<file path="src/hw/rtl/sequence_gap_resend_tracker_defines.svh">
// Assertion macros shared by the sequence gap tracker RTL.
`ifndef SEQUENCE_GAP_RESEND_TRACKER_DEFINES_SVH
`define SEQUENCE_GAP_RESEND_TRACKER_DEFINES_SVH

// Same-cycle implication, checked outside of reset.
`define SGRT_ASSERT_NOW(lbl, ante, cons, msg) \
   lbl: assert property (@(posedge clock) disable iff (reset) (ante) |-> (cons)) else $error(msg);

// Next-cycle implication, checked outside of reset.
`define SGRT_ASSERT_NEXT(lbl, ante, cons, msg) \
   lbl: assert property (@(posedge clock) disable iff (reset) (ante) |=> (cons)) else $error(msg);

`endif

</file>
<file path="src/hw/rtl/sgrt_pkg.sv">
// Types and constants for the sequence gap resend tracker.
package sgrt_pkg;

   // Number of sequence slots; valid numbers are 1 to SEQ_SLOTS - 1.
   localparam int SEQ_SLOTS = 64;
   // Width of a packet id on the result channel.
   localparam int ID_W      = 6;
   // Depth of the received bitmap, covering every id value.
   localparam int MAP_DEPTH = 2 ** ID_W;
   // Distinct count width, wide enough to hold MAP_DEPTH.
   localparam int CNT_W     = ID_W + 1;
   localparam int SEQ_W     = 32;

   // Input command codes.
   localparam logic CMD_PACKET  = 1'b0;
   localparam logic CMD_CONNECT = 1'b1;

   // Request type codes on the result channel.
   typedef enum logic [1:0] {
      REQ_NONE   = 2'd0,
      REQ_FULL   = 2'd1,
      REQ_RESEND = 2'd2
   } req_kind_type;

   // Sequencer states.
   typedef enum logic [1:0] {
      ST_IDLE,
      ST_SCAN,
      ST_FLUSH
   } state_type;

endpackage

</file>
<file path="src/hw/rtl/sgrt_if.sv">
// Valid/ready channel interfaces for the tracker's input and result items.
interface sgrt_req_if;
   logic                      valid;
   logic                      ready;
   logic                      cmd;
   logic [sgrt_pkg::SEQ_W-1:0] sequence_req;

   modport source (output valid, output cmd, output sequence_req, input ready);
   modport sink   (input valid, input cmd, input sequence_req, output ready);
endinterface

interface sgrt_rsp_if;
   logic                      valid;
   logic                      ready;
   logic [1:0]                request_type;
   logic [sgrt_pkg::ID_W-1:0] packet_id;
   logic                      last;
   logic                      complete;
   logic                      seq_out_of_range;

   modport source (output valid, output request_type, output packet_id, output last,
                   output complete, output seq_out_of_range, input ready);
   modport sink   (input valid, input request_type, input packet_id, input last,
                   input complete, input seq_out_of_range, output ready);
endinterface

</file>
<file path="src/hw/rtl/sequence_gap_resend_tracker.sv">
// Sequence gap tracker top level: bitmap, counters, gap scan sequencer.
//
// Usage: packet items (cmd = 0) carry a sequence number on the req channel.
// The block marks the number in a 64-slot bitmap and updates the highest
// number and the distinct count; numbers of 0 or at or above the slot count
// are flagged with seq_out_of_range and leave the state alone. Every packet
// item gives one status item on the rsp channel the cycle after it is taken.
// A connect item (cmd = 1) asks for the full stream when nothing has been
// stored; otherwise a sequencer walks the bitmap from 1 to the highest
// number, one slot per cycle through a single index compare while no gap
// waits on the result register, and sends one resend item per missing
// number, or one no-request item if there is no gap. The final item of each
// answer has last set. Packet items can be taken back to back while the
// result register frees up; req.ready is low for the whole scan. The result
// register holds one item, so the next input item is taken while a finished
// item waits, provided the register frees up. When the receiver stalls, the
// result register holds and the scan waits once it has a gap to send.
// Reset (synchronous) clears the bitmap, the counters and the channels.
`include "sequence_gap_resend_tracker_defines.svh"

module sequence_gap_resend_tracker (
   input  logic        clock,
   input  logic        reset,
   sgrt_req_if.sink    req,
   sgrt_rsp_if.source  rsp
);

   sgrt_pkg::state_type state_ff, state_in;

   logic [sgrt_pkg::MAP_DEPTH-1:0] map_ff, map_in;
   logic [sgrt_pkg::ID_W-1:0]      highest_ff, highest_in;
   logic [sgrt_pkg::CNT_W-1:0]     count_ff, count_in;

   // Scan index runs one past the highest number, so it carries an extra bit.
   logic [sgrt_pkg::ID_W:0]        idx_ff, idx_in;
   logic                           pend_valid_ff, pend_valid_in;
   logic [sgrt_pkg::ID_W-1:0]      pend_id_ff, pend_id_in;

   logic                           rsp_valid_ff, rsp_valid_in;
   sgrt_pkg::req_kind_type         rsp_type_ff, rsp_type_in;
   logic [sgrt_pkg::ID_W-1:0]      rsp_id_ff, rsp_id_in;
   logic                           rsp_last_ff, rsp_last_in;
   logic                           rsp_complete_ff, rsp_complete_in;
   logic                           rsp_oor_ff, rsp_oor_in;

   logic                           out_free;
   logic                           accept;
   logic                           scan_done;
   logic                           slot_missing;
   logic                           seq_ok;
   logic [sgrt_pkg::ID_W-1:0]      seq_idx;

   // Handshake and shared scan compare.
   assign out_free     = !rsp_valid_ff || rsp.ready;
   assign req.ready    = (state_ff == sgrt_pkg::ST_IDLE) && out_free;
   assign accept       = req.valid && req.ready;
   assign scan_done    = idx_ff > {1'b0, highest_ff};
   assign slot_missing = !map_ff[idx_ff[sgrt_pkg::ID_W-1:0]];
   assign seq_ok       = (req.sequence_req != '0) &&
                         (req.sequence_req < sgrt_pkg::SEQ_W'(sgrt_pkg::SEQ_SLOTS));
   assign seq_idx      = req.sequence_req[sgrt_pkg::ID_W-1:0];

   // Next state of the sequencer.
   always_comb begin
      state_in = state_ff;
      unique case (state_ff)
         sgrt_pkg::ST_IDLE: begin
            if (accept && (req.cmd == sgrt_pkg::CMD_CONNECT) && (count_ff != '0)) begin
               state_in = sgrt_pkg::ST_SCAN;
            end
         end
         sgrt_pkg::ST_SCAN: begin
            if (scan_done) begin
               state_in = sgrt_pkg::ST_FLUSH;
            end
         end
         sgrt_pkg::ST_FLUSH: begin
            if (out_free) begin
               state_in = sgrt_pkg::ST_IDLE;
            end
         end
         default: state_in = sgrt_pkg::ST_IDLE;
      endcase
   end

   // Datapath and result register updates.
   always_comb begin
      logic emit;
      emit            = 1'b0;
      map_in          = map_ff;
      highest_in      = highest_ff;
      count_in        = count_ff;
      idx_in          = idx_ff;
      pend_valid_in   = pend_valid_ff;
      pend_id_in      = pend_id_ff;
      rsp_valid_in    = rsp_valid_ff && !rsp.ready;
      rsp_type_in     = rsp_type_ff;
      rsp_id_in       = rsp_id_ff;
      rsp_last_in     = rsp_last_ff;
      rsp_oor_in      = rsp_oor_ff;
      rsp_complete_in = rsp_complete_ff;

      unique case (state_ff)
         sgrt_pkg::ST_IDLE: begin
            if (accept) begin
               if (req.cmd == sgrt_pkg::CMD_PACKET) begin
                  // Mark the slot, count it once, track the highest number.
                  if (seq_ok) begin
                     if (!map_ff[seq_idx]) begin
                        map_in[seq_idx] = 1'b1;
                        count_in        = count_ff + 1'b1;
                     end
                     if (seq_idx > highest_ff) begin
                        highest_in = seq_idx;
                     end
                  end
                  emit        = 1'b1;
                  rsp_type_in = sgrt_pkg::REQ_NONE;
                  rsp_id_in   = '0;
                  rsp_last_in = 1'b1;
                  rsp_oor_in  = !seq_ok;
               end else if (count_ff == '0) begin
                  emit        = 1'b1;
                  rsp_type_in = sgrt_pkg::REQ_FULL;
                  rsp_id_in   = '0;
                  rsp_last_in = 1'b1;
                  rsp_oor_in  = 1'b0;
               end else begin
                  idx_in        = (sgrt_pkg::ID_W+1)'(1);
                  pend_valid_in = 1'b0;
               end
            end
         end
         sgrt_pkg::ST_SCAN: begin
            // A found gap is held back until the next one is found so the final one can carry last.
            if (!scan_done) begin
               if (slot_missing) begin
                  if (!pend_valid_ff) begin
                     pend_valid_in = 1'b1;
                     pend_id_in    = idx_ff[sgrt_pkg::ID_W-1:0];
                     idx_in        = idx_ff + 1'b1;
                  end else if (out_free) begin
                     emit        = 1'b1;
                     rsp_type_in = sgrt_pkg::REQ_RESEND;
                     rsp_id_in   = pend_id_ff;
                     rsp_last_in = 1'b0;
                     rsp_oor_in  = 1'b0;
                     pend_id_in  = idx_ff[sgrt_pkg::ID_W-1:0];
                     idx_in      = idx_ff + 1'b1;
                  end
               end else begin
                  idx_in = idx_ff + 1'b1;
               end
            end
         end
         sgrt_pkg::ST_FLUSH: begin
            // Send the held gap as the last item, or a no-request item.
            if (out_free) begin
               emit          = 1'b1;
               rsp_type_in   = pend_valid_ff ? sgrt_pkg::REQ_RESEND : sgrt_pkg::REQ_NONE;
               rsp_id_in     = pend_valid_ff ? pend_id_ff : '0;
               rsp_last_in   = 1'b1;
               rsp_oor_in    = 1'b0;
               pend_valid_in = 1'b0;
            end
         end
         default: begin
            emit = 1'b0;
         end
      endcase

      if (emit) begin
         rsp_valid_in    = 1'b1;
         rsp_complete_in = (highest_in != '0) &&
                           (count_in == sgrt_pkg::CNT_W'(highest_in));
      end
   end

   // Control state with synchronous reset.
   always_ff @(posedge clock) begin
      if (reset) begin
         state_ff      <= sgrt_pkg::ST_IDLE;
         map_ff        <= '0;
         highest_ff    <= '0;
         count_ff      <= '0;
         pend_valid_ff <= 1'b0;
         rsp_valid_ff  <= 1'b0;
      end else begin
         state_ff      <= state_in;
         map_ff        <= map_in;
         highest_ff    <= highest_in;
         count_ff      <= count_in;
         pend_valid_ff <= pend_valid_in;
         rsp_valid_ff  <= rsp_valid_in;
      end
   end

   // Payload registers.
   always_ff @(posedge clock) begin
      idx_ff          <= idx_in;
      pend_id_ff      <= pend_id_in;
      rsp_type_ff     <= rsp_type_in;
      rsp_id_ff       <= rsp_id_in;
      rsp_last_ff     <= rsp_last_in;
      rsp_complete_ff <= rsp_complete_in;
      rsp_oor_ff      <= rsp_oor_in;
   end

   assign rsp.valid            = rsp_valid_ff;
   assign rsp.request_type     = rsp_type_ff;
   assign rsp.packet_id        = rsp_id_ff;
   assign rsp.last             = rsp_last_ff;
   assign rsp.complete         = rsp_complete_ff;
   assign rsp.seq_out_of_range = rsp_oor_ff;

   // Checks on the sequencer and the counters.
   `SGRT_ASSERT_NOW(a_busy_not_ready, state_ff != sgrt_pkg::ST_IDLE, !req.ready, "ready while scanning")
   `SGRT_ASSERT_NOW(a_count_bound, 1'b1, count_ff <= sgrt_pkg::CNT_W'(highest_ff), "count above highest")
   `SGRT_ASSERT_NOW(a_resend_id, rsp_valid_ff && (rsp_type_ff == sgrt_pkg::REQ_RESEND), (rsp_id_ff != '0) && (rsp_id_ff < highest_ff) && !map_ff[rsp_id_ff], "bad resend id")
   `SGRT_ASSERT_NOW(a_oor_form, rsp_valid_ff && rsp_oor_ff, (rsp_type_ff == sgrt_pkg::REQ_NONE) && rsp_last_ff, "bad flagged item")
   `SGRT_ASSERT_NEXT(a_scan_start, accept && (req.cmd == sgrt_pkg::CMD_CONNECT) && (count_ff != '0), (state_ff == sgrt_pkg::ST_SCAN) && !pend_valid_ff, "scan did not start")

endmodule
</file>
<file path="src/flat_wrapper.sv">
// flat-port wrapper written by rule: the top's interface ports become plain ports
module sequence_gap_resend_tracker_flat 
  (clock, reset, req_valid, req_cmd, req_sequence_req, req_ready, rsp_valid, rsp_request_type, rsp_packet_id, rsp_last, rsp_complete, rsp_seq_out_of_range, rsp_ready);
  sgrt_req_if req_i ();
  sgrt_rsp_if rsp_i ();
  input  logic clock;
  input  logic reset;
  input wire logic [$bits(req_i.valid)-1:0] req_valid;
  input wire logic [$bits(req_i.cmd)-1:0] req_cmd;
  input wire logic [$bits(req_i.sequence_req)-1:0] req_sequence_req;
  output wire logic [$bits(req_i.ready)-1:0] req_ready;
  output wire logic [$bits(rsp_i.valid)-1:0] rsp_valid;
  output wire logic [$bits(rsp_i.request_type)-1:0] rsp_request_type;
  output wire logic [$bits(rsp_i.packet_id)-1:0] rsp_packet_id;
  output wire logic [$bits(rsp_i.last)-1:0] rsp_last;
  output wire logic [$bits(rsp_i.complete)-1:0] rsp_complete;
  output wire logic [$bits(rsp_i.seq_out_of_range)-1:0] rsp_seq_out_of_range;
  input wire logic [$bits(rsp_i.ready)-1:0] rsp_ready;
  assign req_i.valid = req_valid;
  assign req_i.cmd = req_cmd;
  assign req_i.sequence_req = req_sequence_req;
  assign req_ready = req_i.ready;
  assign rsp_valid = rsp_i.valid;
  assign rsp_request_type = rsp_i.request_type;
  assign rsp_packet_id = rsp_i.packet_id;
  assign rsp_last = rsp_i.last;
  assign rsp_complete = rsp_i.complete;
  assign rsp_seq_out_of_range = rsp_i.seq_out_of_range;
  assign rsp_i.ready = rsp_ready;
  sequence_gap_resend_tracker u_core (.clock(clock), .reset(reset), .req(req_i), .rsp(rsp_i));
endmodule
</file>
<file path="config.mk">
export PLATFORM = sky130hd
export DESIGN_NAME = sequence_gap_resend_tracker_flat
export DESIGN_NICKNAME = d
export VERILOG_FILES = /design/src/hw/rtl/sgrt_pkg.sv /design/src/hw/rtl/sgrt_if.sv /design/src/hw/rtl/sequence_gap_resend_tracker.sv /design/src/flat_wrapper.sv
export VERILOG_INCLUDE_DIRS = /design/src /design/src/hw/rtl
export SDC_FILE = /design/constraint.sdc
export NUM_CORES = 1
export LEC_CHECK = 0
export BUFFER_PORTS_ARGS = -buffer_cell sky130_fd_sc_hd__clkbuf_2
export CORE_MARGIN = 2
export CORE_UTILIZATION = 60
export CTS_CLUSTER_DIAMETER = 200
export CTS_CLUSTER_SIZE = 24
export DETAILED_ROUTE_END_ITERATION = 8
export PLACE_DENSITY = 0.89
export SLEW_MARGIN = 5
export SYNTH_ARGS = -nofsm -noshare
export SYNTH_HDL_FRONTEND = slang
export SYNTH_SLANG_ARGS = --single-unit
</file>
<file path="constraint.sdc">
create_clock -name clock -period 8.6 [get_ports clock]
set_clock_uncertainty 0.2 [all_clocks]
set_input_delay 1.72 -clock clock [delete_from_list [all_inputs] [get_ports clock]]
set_output_delay 1.72 -clock clock [all_outputs]
set_load 0.02 [all_outputs]
</file>
Yosys cells after proc, flatten, opt, wreduce, memory -nomap -nowiden
Cells that the tools add are included.
{"block": "totals", "regBits": 105, "input_bits": 37, "out_inout_bits": 13, "word_cells": 150}
{"block": "classes", "add_sub_neg": 2, "order_cmp": 6, "eq_ne": 16, "mux": 82, "n_bitwise": 5, "n_reduce_logical": 26}
{"op": "$mux W6", "count": 16}
{"op": "$mux W7", "count": 12}
{"op": "$or A64 B64 Y64", "count": 1}
{"op": "$lt A32 B7 Y1 const B", "count": 1}
{"op": "$reduce_bool A32 Y1", "count": 1}
{"op": "$mux W1", "count": 31}
{"op": "$mux W2", "count": 12}
{"op": "$pmux W6 S3", "count": 1}
{"op": "$add A7 B1 Y7 const B", "count": 2}
{"op": "$lt A6 B7 Y1 const B", "count": 2}
{"op": "$pmux W7 S2", "count": 1}
{"op": "$bmux W1 S6", "count": 2}
{"op": "$ne A2 B2 Y1 const B", "count": 6}
{"op": "$pmux W1 S3", "count": 4}
{"op": "$pmux W2 S3", "count": 2}
{"op": "$reduce_and A6 Y1", "count": 2}
{"op": "$ne A2 B1 Y1 const B", "count": 5}
{"op": "$logic_and A1 B1 Y1", "count": 8}
{"op": "$reduce_and A8 Y1", "count": 1}
{"op": "$eq A7 B6 Y1", "count": 1}
{"op": "$gt A7 B6 Y1", "count": 1}
{"op": "$logic_not A7 Y1", "count": 1}
{"op": "$reduce_and A7 Y1", "count": 1}
{"op": "$reduce_bool A7 Y1", "count": 1}
{"op": "17 further kinds", "count": 22}

Logic depth before layout (Yosys ltp)
{"block": "logic_depth", "word_depth": 9, "ltp_mapped": 13, "depth_no_buf": 11}

Worst setup path before layout
OpenSTA, ideal clock, no wires.
{"block": "synth_timing", "kind": "input port to flip-flop", "start": "input req_sequence_req[0]", "end": "register u_core.rsp_complete_ff (netlist: u_core.rsp.complete), data pin", "setup_time_ns": 0.157, "arrival_ns": 4.053, "required_ns": 8.243, "slack_ns": 4.190, "cell_stages": 10, "path_buffers": 1, "cell_sequence": "buf_4 -> mux2_1 -> a21o_1 -> o41ai_1 -> nand3_1 -> nor4_4 -> mux2i_1 -> xnor2_1 -> nand4_1 -> nor3_1"}
{"block": "synth_between", "elab_chain_len": 9, "elab_cells_between_ends": 19, "classes_between": "order compare: 2; eq/ne: 1; mux: 12; reduce/logical: 4"}
{"element": "start: declaration", "line_no": "flat_wrapper.sv:10", "source": "input wire logic [$bits(req_i.sequence_req)-1:0] req_sequence_req;"}
{"element": "branches (longest 8 deep; another with $lt A32 B7 Y1)"}
{"element": "$logic_and A1 B1 Y1 (*)", "line_no": "sequence_gap_resend_tracker.sv:174", "source": "rsp_complete_in = (highest_in != '0) &&"}
{"element": "end signal: assignment", "line_no": "sequence_gap_resend_tracker.sv:205", "source": "rsp_complete_ff <= rsp_complete_in;"}
{"element": "end: declaration", "line_no": "sequence_gap_resend_tracker.sv:43", "source": "logic rsp_complete_ff, rsp_complete_in;"}
Mark *: on every way between the ends. The select of a mux whose other input is x is not followed.
A chain may end at the register's enable or synchronous reset.

Worst setup path in the final report
{"block": "layout_timing", "start": "input req_sequence_req[0]", "end": "register u_core.map_ff[2] (netlist bit)"}
{"block": "layout_between", "elab_chain_len": 5, "elab_cells_between_ends": 13, "classes_between": "order compare: 3; mux: 4; bitwise: 2; reduce/logical: 4"}
{"element": "branches (longest 5 deep; another with $lt A32 B7 Y1)"}
{"element": "end signal: assignment", "line_no": "sequence_gap_resend_tracker.sv:190", "source": "map_ff <= map_in;"}
{"element": "end: declaration", "line_no": "sequence_gap_resend_tracker.sv:30", "source": "logic [sgrt_pkg::MAP_DEPTH-1:0] map_ff, map_in;"}
Several ways; the timed one is not identified. The select of a mux whose other input is x is not followed.

==> results_dict.tcl <==
set metrics [dict create \
    muxShareOfSynthArea_pct 13.5 \
    hpwl_um 9250 \
    vdd_ir_drop_max_uv 114 \
    r2r_slack_ns 4.69 \
    whs_path_depth 2 \
    leakage_nw 2.27 \
    min_period_ns 5.54 \
    vias 4685 \
    placedInstanceArea_mm2 0.00573 \
    grt_max_degree 82 \
    cts_root_buf "clkbuf_8" \
    r2r_end "u_core.pend_id_ff[0]" \
    hold_ws_ns 0.301 \
    die_area_mm2 0.00990 \
    crit_path_end_kind "flop" \
    worstPathMaxFanout 37 \
    portBuffers 49 \
    cts_made_buffers 9 \
    ys_async_sr_fraction_pct 0 \
    die_h_um 99.5 \
    fin_tns_setup_ns 0 \
    grt-ovfl-total 0 \
    cp-start-kind "input pin" \
    synth_top_family_by_area "simple AND/OR/NAND/NOR gates" \
    drv_cap 0 \
    yosysWarnings 0 \
    viasPerCell 6.48 \
    tightest_slew_ns 1.13 \
    rows 34 \
    min_period_over_period_pct 64.4 \
    gp_congestion 0.855 \
    wl_per_cell_um 18.6 \
    routed_wl_um 13500 \
    design_area_mm2 0.00590 \
    start_util_pct 62.4 \
    cts.repair.resized 0 \
    syn2layout_area_growth_pct 7.80 \
    syn_area_per_cell_um2 9.43 \
    pre_cts_ws_ns 2.81 \
    netlist_instances 580 \
    core_area_mm2 0.00876 \
    synth_area_leaders "dfxtp_1 30%, edfxtp_1 13%, mux4_2 9.1%" \
    htreeDepth 3 \
    slew_headroom_pct 24.7 \
    whs_endpoint "u_core.map_ff[63]" \
    antennaDiodeCount 0 \
    syn_area_mm2 0.00547 \
    antenna_found_initial 0 \
    drt_iter0_markers 540 \
    cts_tree "yes" \
    io_pins 50 \
    grt_pass1_wl_um 22200 \
    drc 0 \
    outcome "finished clean" \
    synth_simple_gate_area_share_pct 20.6 \
    cts.sinks 105 \
    setup_viol 0 \
    max_freq_ghz 0.181 \
    ys.flop_type "dfxtp_1" \
    fill_cells 679 \
    ff2ff_path_depth 9 \
    rr_startpoint "u_core.idx_ff[1]" \
    final_antenna_net_count 0 \
    path_class "in -> reg" \
    crit_required_ns 8.71 \
    rsz0062_at_grt "no" \
    yosysTopAreaCell "dfxtp_1" \
    hp-start "u_core.map_ff[63]" \
    yosysSeqAreaShare_pct 42.8 \
    final_util_pct 67.3 \
    grtUsageTotal_pct 28.3 \
    final_common_cell "nor2_1" \
    syn_nets 636 \
    hold_violations 0 \
    synth_xor_xnor_area_share_pct 2.08 \
    die_w_um 99.5 \
    grt_pass1_vias 4644 \
    arrival_ns 5.64 \
    ys_seq_elements 105 \
    fin_ws_ns 3.06 \
    yosys.area.top_type_share_pct 29.6 \
    final_nets 666 \
    firstDrtPassIters 5 \
    cts_hold_repair.buffers 0 \
    synth_edf_count 24 \
    layout_common_cells "103 x nor2_1, 83 x a21oi_1, 81 x dfxtp_1" \
    drive_gt1_share_pct 15.9 \
    synth_cell_types 57 \
    synth-compound-area-share_pct 12.8 \
    synthAdderAreaFrac_pct 4.35 \
    slew_viol_final 0 \
    hold_class "reg -> reg" \
    clock_path_buffers 2 \
    postCtsSetupRepairBufs 0 \
    cellPowerDensity_mw_per_mm2 187 \
    clkTransAtPathRegs_ns 0.09 \
    insertion_delay_ns 0.38 \
]
[cell usage after synthesis (5+ instances only)]
cell / n
nor2_1: 103
a21oi_1: 83
dfxtp_1: 81
edfxtp_1: 24
nand2_1: 23
mux4_2: 22
mux2i_1: 21
clkbuf_1: 19
ha_1: 19
inv_1: 18
nand3_1: 15
a22oi_1: 11
nor4_1: 11
and2_1: 10
nor2b_1: 10
buf_2: 9
nand4_1: 9
nor3_1: 8
xnor2_1: 8
a211oi_1: 5
xor2_1: 5
[worst max-delay path by stage]
| stage | from | end | slack, ns | cells after the start |
|---|---|---|---|---|
| 6_report | req_sequence_req[0] | u_core.map_ff[2] | 3.06 | 10 |
| 5_1_grt | req_sequence_req[0] | u_core.map_ff[47] | 2.89 | 10 |
| 4_1_cts | req_sequence_req[0] | u_core.map_ff[47] | 3.13 | 10 |
| 3_5_place_dp | req_sequence_req[0] | u_core.map_ff[23] | 2.81 | 10 |
| 3_3_place_gp | req_sequence_req[0] | u_core.map_ff[39] | 2.96 | 10 |
| 2_1_floorplan | req_sequence_req[0] | u_core.rsp.complete | 4.19 | 10 |
[layout make-up]
cell class	count	area [µm²]	share of cell area (%)
timing repair buffer	51	260	4.41
inverter	19	71.3	1.21
clock inverter	6	42.5	0.721
sequential	105	2340	39.7
tap	108	135	2.29
clock buffer	10	128	2.16
multi-input combinational	424	2920	49.5
[registers in the layout (all words and copies together), names as in the netlist]
signal / flops
u_core.rsp.seq_out_of_range: 1
u_core.idx_ff: 7
u_core.rsp.last: 1
u_core.pend_id_ff: 6
u_core.map_ff: 64
u_core.pend_valid_ff: 1
u_core.highest_ff: 6
u_core.rsp.packet_id: 6
u_core.rsp.request_type: 2
u_core.state_ff: 2
u_core.rsp.complete: 1
u_core.count_ff: 7
u_core.rsp.valid: 1
[cells by family (layout without fill, tap and decap cells)]
group	Yosys count	count (layout)
and+or+nand+nor	225	225
AOI/OAI and AO/OA	121	121
DFF	105	105
buffers and inverters	51	86
muxes	46	46
adders and majority gates	19	19
xor gates and xnor gates	13	13
[power by group]
| part | switching [mW] | internal (mW) | leakage [nW] |
|---|---|---|---|
| clock network | 0.173 | 0.107 | 0.0909 |
| logic | 0.156 | 0.0842 | 1.30 |
| registers | 0.0291 | 0.552 | 0.880 |
[critical path, stage by stage]
cell,delay (ns)
clkbuf_2,0.77
mux2_1,0.39
a21o_1,0.19
o41ai_1,0.49
nand3_1,0.29
nor4_4,0.60
nand2_2,0.17
nor3_2,0.72
a21oi_1,0.17
nor2_1,0.12
[layer usage]
layer  part of all wire (%)  GRT usage (%)  vias up
met1                     40           36.6     2211
met4                    4.3           15.6        0
met3                    7.6           4.22       57
li1                       -              -     2162
met2                     49           45.7      255
met5                      0              0        -
[per-stage QoR]
step	cells	power, mW
2_1_floorplan	580	0.758
3_3_place_gp	707	0.820
3_5_place_dp	707	0.829
4_1_cts	723	1.10
5_1_grt	723	1.15
6_report	723	1.10
Note: power is estimated with default switching activity, not from simulation.
